$ cat src/qte_pkg.sv
// ----------------------------------------------------------------------------
// qte_pkg
// Shared types and codes for the quote table engine: request and response
// payloads, the token that walks the chain of entry cells, and request codes.
// ----------------------------------------------------------------------------
package qte_pkg;

    // number of entry cells in the chain
    localparam int TABLE_DEPTH = 64;

    // index and count fields in the token are sized for the table
    localparam int SLOT_W = $clog2(TABLE_DEPTH);
    localparam int CNT_W  = $clog2(TABLE_DEPTH + 1);

    localparam logic [2:0] REQ_ADD        = 3'd0;
    localparam logic [2:0] REQ_CANCEL_GRP = 3'd1;
    localparam logic [2:0] REQ_CANCEL_ID  = 3'd2;
    localparam logic [2:0] REQ_EXPIRE     = 3'd3;
    localparam logic [2:0] REQ_FILL       = 3'd4;

    typedef logic [SLOT_W-1:0] slot_t;
    typedef logic [CNT_W-1:0]  cnt_t;

    typedef enum logic [2:0] {
        OP_NONE,
        OP_PROBE,
        OP_COMMIT,
        OP_CANCEL_GRP,
        OP_CANCEL_ID,
        OP_EXPIRE,
        OP_FILL
    } op_t;

    typedef struct packed {
        logic [2:0]         req_type;
        logic [63:0]        quote_key;
        logic [63:0]        group_key;
        logic [63:0]        dedup_hash;
        logic               bid_present;
        logic               ask_present;
        logic [31:0]        bid_size;
        logic [31:0]        ask_size;
        logic [63:0]        expiry_time;
        logic [63:0]        time_now;
        logic               fill_side;
        logic signed [31:0] fill_size;
    } req_t;

    typedef struct packed {
        logic        accepted;
        logic        did_replace;
        logic        became_filled;
        logic        table_full;
        logic [6:0]  live_count;
        logic [31:0] dup_count;
        logic [31:0] cancel_count;
        logic [31:0] expire_count;
        logic [31:0] replace_count;
    } rsp_t;

    typedef struct packed {
        logic  active;
        op_t   op;
        req_t  req;
        logic  dup;
        logic  grp_hit;
        slot_t grp_idx;
        logic  id_hit;
        slot_t id_idx;
        logic  free_hit;
        slot_t free_idx;
        logic  kill_en;
        slot_t kill_idx;
        logic  wr_en;
        slot_t wr_idx;
        logic  full;
        logic  hit;
        logic  filled;
        cnt_t  count;
        cnt_t  live;
    } token_t;

endpackage

$ cat src/qte_cell.sv
// ----------------------------------------------------------------------------
// qte_cell
// One table entry. Applies the passing request token to its entry and hands
// the updated token, registered, to the next cell.
// ----------------------------------------------------------------------------
module qte_cell
    import qte_pkg::*;
#(
    parameter int QTY_BITS = 32,
    parameter int INDEX    = 0
) (
    input  logic   aclk,
    input  logic   aresetn,
    input  token_t tok_in,
    output token_t tok_out
);

    localparam int SUM_W = ((QTY_BITS > 32) ? QTY_BITS : 32) + 1;

    logic                valid_reg, valid_next;
    logic [63:0]         id_reg, id_next;
    logic [63:0]         group_reg, group_next;
    logic [63:0]         hash_reg, hash_next;
    logic [1:0]          sides_reg, sides_next;
    logic [QTY_BITS-1:0] bid_size_reg, bid_size_next;
    logic [QTY_BITS-1:0] ask_size_reg, ask_size_next;
    logic [QTY_BITS-1:0] bid_done_reg, bid_done_next;
    logic [QTY_BITS-1:0] ask_done_reg, ask_done_next;
    logic [63:0]         expiry_reg, expiry_next;
    token_t              tok_reg, tok_next;

    slot_t               me;
    logic                id_match, grp_match, fill_ok;
    logic [SUM_W-1:0]    fill_amt, sum, side_size;
    logic [QTY_BITS-1:0] side_done, new_done;
    logic                bid_ok, ask_ok;

    assign me        = SLOT_W'(INDEX);
    assign id_match  = valid_reg && (id_reg == tok_in.req.quote_key);
    assign grp_match = valid_reg && (group_reg == tok_in.req.group_key);
    assign fill_ok   = !tok_in.req.fill_size[31] && (tok_in.req.fill_size != 32'sd0);
    assign fill_amt  = SUM_W'(unsigned'(tok_in.req.fill_size));
    assign side_done = tok_in.req.fill_side ? ask_done_reg : bid_done_reg;
    assign side_size = SUM_W'(tok_in.req.fill_side ? ask_size_reg : bid_size_reg);
    assign sum       = SUM_W'(side_done) + fill_amt;
    assign new_done  = (sum < side_size) ? sum[QTY_BITS-1:0] : side_size[QTY_BITS-1:0];
    assign bid_ok    = !sides_reg[0] ||
                       ((tok_in.req.fill_side ? bid_done_reg : new_done) >= bid_size_reg);
    assign ask_ok    = !sides_reg[1] ||
                       ((tok_in.req.fill_side ? new_done : ask_done_reg) >= ask_size_reg);

    always_comb begin
        tok_next      = tok_in;
        valid_next    = valid_reg;
        id_next       = id_reg;
        group_next    = group_reg;
        hash_next     = hash_reg;
        sides_next    = sides_reg;
        bid_size_next = bid_size_reg;
        ask_size_next = ask_size_reg;
        bid_done_next = bid_done_reg;
        ask_done_next = ask_done_reg;
        expiry_next   = expiry_reg;
        if (tok_in.active) begin
            case (tok_in.op)
                OP_PROBE: begin
                    if (valid_reg && (tok_in.req.dedup_hash != 64'd0) &&
                        (hash_reg == tok_in.req.dedup_hash)) begin
                        tok_next.dup = 1'b1;
                    end
                    if (grp_match) begin
                        tok_next.grp_hit = 1'b1;
                        tok_next.grp_idx = me;
                    end else if (id_match) begin
                        tok_next.id_hit = 1'b1;
                        tok_next.id_idx = me;
                    end
                    if (!valid_reg && !tok_in.free_hit) begin
                        tok_next.free_hit = 1'b1;
                        tok_next.free_idx = me;
                    end
                end
                OP_COMMIT: begin
                    if (tok_in.kill_en && (tok_in.kill_idx == me)) begin
                        valid_next = 1'b0;
                    end
                    if (tok_in.wr_en && (tok_in.wr_idx == me)) begin
                        valid_next    = 1'b1;
                        id_next       = tok_in.req.quote_key;
                        group_next    = tok_in.req.group_key;
                        hash_next     = tok_in.req.dedup_hash;
                        sides_next    = {tok_in.req.ask_present, tok_in.req.bid_present};
                        bid_size_next = QTY_BITS'(tok_in.req.bid_size);
                        ask_size_next = QTY_BITS'(tok_in.req.ask_size);
                        bid_done_next = '0;
                        ask_done_next = '0;
                        expiry_next   = tok_in.req.expiry_time;
                    end
                end
                OP_CANCEL_GRP: begin
                    if (grp_match) begin
                        valid_next   = 1'b0;
                        tok_next.hit = 1'b1;
                    end
                end
                OP_CANCEL_ID: begin
                    if (id_match) begin
                        valid_next   = 1'b0;
                        tok_next.hit = 1'b1;
                    end
                end
                OP_EXPIRE: begin
                    if (valid_reg && (expiry_reg != 64'd0) &&
                        (expiry_reg <= tok_in.req.time_now)) begin
                        valid_next     = 1'b0;
                        tok_next.count = tok_in.count + cnt_t'(1);
                    end
                end
                OP_FILL: begin
                    if (id_match && fill_ok &&
                        (tok_in.req.fill_side ? sides_reg[1] : sides_reg[0])) begin
                        tok_next.hit = 1'b1;
                        if (tok_in.req.fill_side) begin
                            ask_done_next = new_done;
                        end else begin
                            bid_done_next = new_done;
                        end
                        if (bid_ok && ask_ok) begin
                            valid_next      = 1'b0;
                            tok_next.filled = 1'b1;
                        end
                    end
                end
                default: begin
                end
            endcase
            if (tok_in.op != OP_PROBE) begin
                tok_next.live = tok_in.live + cnt_t'(valid_next);
            end
        end
    end

    always_ff @(posedge aclk) begin
        if (!aresetn) begin
            valid_reg <= 1'b0;
            tok_reg   <= '0;
        end else begin
            valid_reg <= valid_next;
            tok_reg   <= tok_next;
        end
    end

    always_ff @(posedge aclk) begin
        id_reg       <= id_next;
        group_reg    <= group_next;
        hash_reg     <= hash_next;
        sides_reg    <= sides_next;
        bid_size_reg <= bid_size_next;
        ask_size_reg <= ask_size_next;
        bid_done_reg <= bid_done_next;
        ask_done_reg <= ask_done_next;
        expiry_reg   <= expiry_next;
    end

    assign tok_out = tok_reg;

endmodule

$ cat config.mk
export PLATFORM = sky130hd
export DESIGN_NAME = qte_cell
export DESIGN_NICKNAME = d
export VERILOG_FILES = /design/src/qte_pkg.sv /design/src/qte_cell.sv
export SDC_FILE = /design/constraint.sdc
export NUM_CORES = 1
export LEC_CHECK = 0
export BUFFER_PORTS_ARGS = -buffer_cell sky130_fd_sc_hd__buf_2
export CAP_MARGIN = 10
export CORE_AREA = 2 2 369 371
export DETAILED_ROUTE_END_ITERATION = 10
export DIE_AREA = 0 0 371 373
export PLACE_DENSITY = 0.53
export SLEW_MARGIN = 15
export SYNTH_ARGS = -nofsm -noshare
export SYNTH_HDL_FRONTEND = slang
export SYNTH_SLANG_ARGS = --single-unit
export TNS_END_PERCENT = 10
$ cat constraint.sdc
create_clock -name aclk -period 11.4 [get_ports aclk]
set_clock_uncertainty 0.1 [all_clocks]
set_input_delay 0 -clock aclk [delete_from_list [all_inputs] [get_ports aclk]]
set_output_delay 0 -clock aclk [all_outputs]
set_load 0.01 [all_outputs]
==> metrics <==
Die Ht=373 µm; DRT iter0 DRCs=2319; largest net degree at the start of global routing=163; cts bufs inserted=98; Synthesized Nets=3716; nets=5598; IO Pins=960; Yosys reg bits=866; flip-flop count of the largest register after layout=479; number of global-route vias before repair=31800; cell leakage power=23.4 nW; Final Core Density=40.7%; Worst Path Required=11.93 ns; Pwr Density=141 nW/µm²; Placer Congestion=0.926; post-synthesis cell count=3040; final hold violations=0; most common cell after layout, fill and taps aside=buf_2; EDFF count, synth=386; Top FF cell, synth=dfxtp_1; depth of the CTS H-tree=3; Die Width=371 µm; FFs w/ async S/R, synth=0%; CTS sink cnt=866; CTS tree=built; antenna-violating nets left=0; Largest delay share family, worst path=compound AO/OA/AOI/OAI gates; Root Buffer=clkbuf_16; Post-route DRC=0; final worst path period share=92.5%; min cycle time layout=10.55 ns; Slew Viols, Final=0; PortBufs=959; sequential element share of the synthesized area=59.7%; Core Region=135000 µm²; first-pass GRT wire length=225000 µm; max cap viols=0; initial antenna violation count=26; Setup CP Type=input pin to flip-flop; share of layout cells above drive strength 1=23.7%; # rows=135; Synth Area per Inst=11.7 µm²; Slew Limit Headroom=24.3%; Synth cell types=76; Synth Warn #=0; most frequent cells in the layout=buf_2 (957), dlygate4sd3_1 (914), dfxtp_1 (480), and2_1 (387), edfxtp_1 (386); via count=31600; status=complete, no violations; slowest stage delay, CP=0.63 ns; Slowest-stage cell, CP=o21a_2; worst skew pair latency=0.75 ns; critical path buffer and inverter count=6; FMAX=94.8 MHz; crit path DAT=11.08 ns; total gr overflow=0; top post-synthesis cells by area=edfxtp_1 (33%), dfxtp_1 (27%), ha_1 (6.8%); wire length per cell=23.6 µm; DP HPWL=114000 µm; Longest Clk Path Bufs=3; area leader, netlist=edfxtp_1; Most common cell on crit path=ha_1; Post-Syn Area=35500 µm²; Overall Global Routing Usage=22.4%; Setup TNS=0 ns; Setup Viol. Count Final=0; share of the synthesized area in the top cell type=32.6%; Worst Hold Class=input pin to flip-flop; Area Overhead vs Synth=54.5%; RSZ-0062 raised after global routing=false; Starting Density=26.4%; total wire length=161000 µm; Clk pin slew, worst setup/hold paths=0.06 ns; via/cell ratio=4.64; worst vdd ir=0.000124 V; Die ar.=138000 µm²; Crit. End Element=flip-flop; startpoint types=input pin; Worst-Margin Slew=1.12 ns; drt pass-1 iters=5; CP Max Fanout=78
==> per-layer routing <==
layer  global-route usage [%]  part of all wire, %  wire [µm]
met5                        0                0.040         64
met2                     36.6                   46      74400
met3                     4.88                  7.3      11700
met4                     9.06                  4.0       6400
met1                     28.7                   42      67900
==> path summary, 6_finish.rpt <==
check / startpoint / end / slack (ns) / cells past startpoint
min reg2reg: bid_done_reg[29] / bid_done_reg[29] / 0.58 / 2
max reg2reg: ask_done_reg[12] / tok_out[6] / 1.16 / 37
max: tok_in[85] / tok_out[6] / 0.85 / 38
min: tok_in[17] / tok_out[17] / 0.04 / 3
==> synth_stat cells (7+ instances only) <==
cell        n
and3_1     11
xnor2_1   160
o22ai_1     7
or3_1       8
a211oi_1   33
and2_1    387
o21a_1     10
nand3_1    23
nand4_1    82
nor3_1     34
nor2_1    204
inv_1     159
nor4_1     73
o21ai_0    87
a21o_1     34
and4_1      7
a221oi_1    7
o211ai_1    8
clkbuf_1   99
xor2_1     46
dfxtp_1   480
ha_1      194
mux2_2     32
nand2_1   115
mux2i_1    47
edfxtp_1  386
a21oi_1   106
nand2b_1    8
a31oi_1    86
nor2b_1     9
==> per-stage QoR <==
| stage | instances | power, mW | instance area [µm²] | setup WS (ns) | hold slack (ns) |
|---|---|---|---|---|---|
| after global placement | 5689 | 4.24 | 42300 | 1.47 | 0.0911 |
| after CTS | 6789 | 7.81 | 54800 | 0.633 | 0.000275 |
| after floorplan | 3040 | 3.83 | 35500 | 2.49 | -0.00113 |
| final | 6805 | 7.75 | 54900 | 0.854 | 0.0377 |
| after detailed placement | 5689 | 4.24 | 42300 | 1.30 | 0.0904 |
| after global routing | 6789 | 8.01 | 54800 | 0.237 | 0.0333 |
==> worst reg2reg max path: cells and delay by family (launching register included) <==
kind,cells,cell delay [ns]
AO/OA/AOI/OAI,22,5.43
buffers and inverters,3,1.55
adder cells (fa/ha/maj),5,1.34
AND/OR/NAND/NOR,5,0.71
flip-flops,1,0.40
XOR/XNOR,1,0.36
multiplexers,1,0.29
==> cell type report <==
cell class / count / area, µm²
Antenna cell: 16 / 40.0
Clock buffer: 142 / 2900
Clock inverter: 44 / 489
Fill cell: 12600 / 79800
Inverter: 161 / 607
Multi-Input combinational cell: 1903 / 13300
Sequential cell: 866 / 21200
Tap cell: 1781 / 2230
Timing Repair Buffer: 1892 / 14100
==> cells by family (layout without fill, tap and decap cells) <==
logic type               Yosys count  in the layout  share of synthesized area (%)
buffers and inverters            271           2239                           2.99
multiplexers                      79             79                           2.34
other                              0             16                              0
flip-flops                       866            866                           59.7
XOR/XNOR                         206            206                           5.08
AO/OA/AOI/OAI                    445            445                           8.09
AND/OR/NAND/NOR                  978            978                           14.9
adder cells (fa/ha/maj)          195            195                           6.89
==> report_power, final <==
part | switching (mW) | internal, mW | leakage [nW]
Clock | 1.42 | 1.86 | 1.64
Sequential | 0.0306 | 3.33 | 7.49
Combinational | 0.592 | 0.515 | 14.3
Total | 2.04 | 5.71 | 23.4
==> timing repair <==
| item | 4_1_cts | 5_1_grt |
|---|---|---|
| buffers inserted | 0 | 0 |
| hold endpoints to repair | 841 | 0 |
| endpoints found under the setup margin | 0 | 1 |
| hold buffers | 914 | 0 |
| resized for setup | 0 | 1 |
Note: power is estimated with default switching activity, not from simulation.
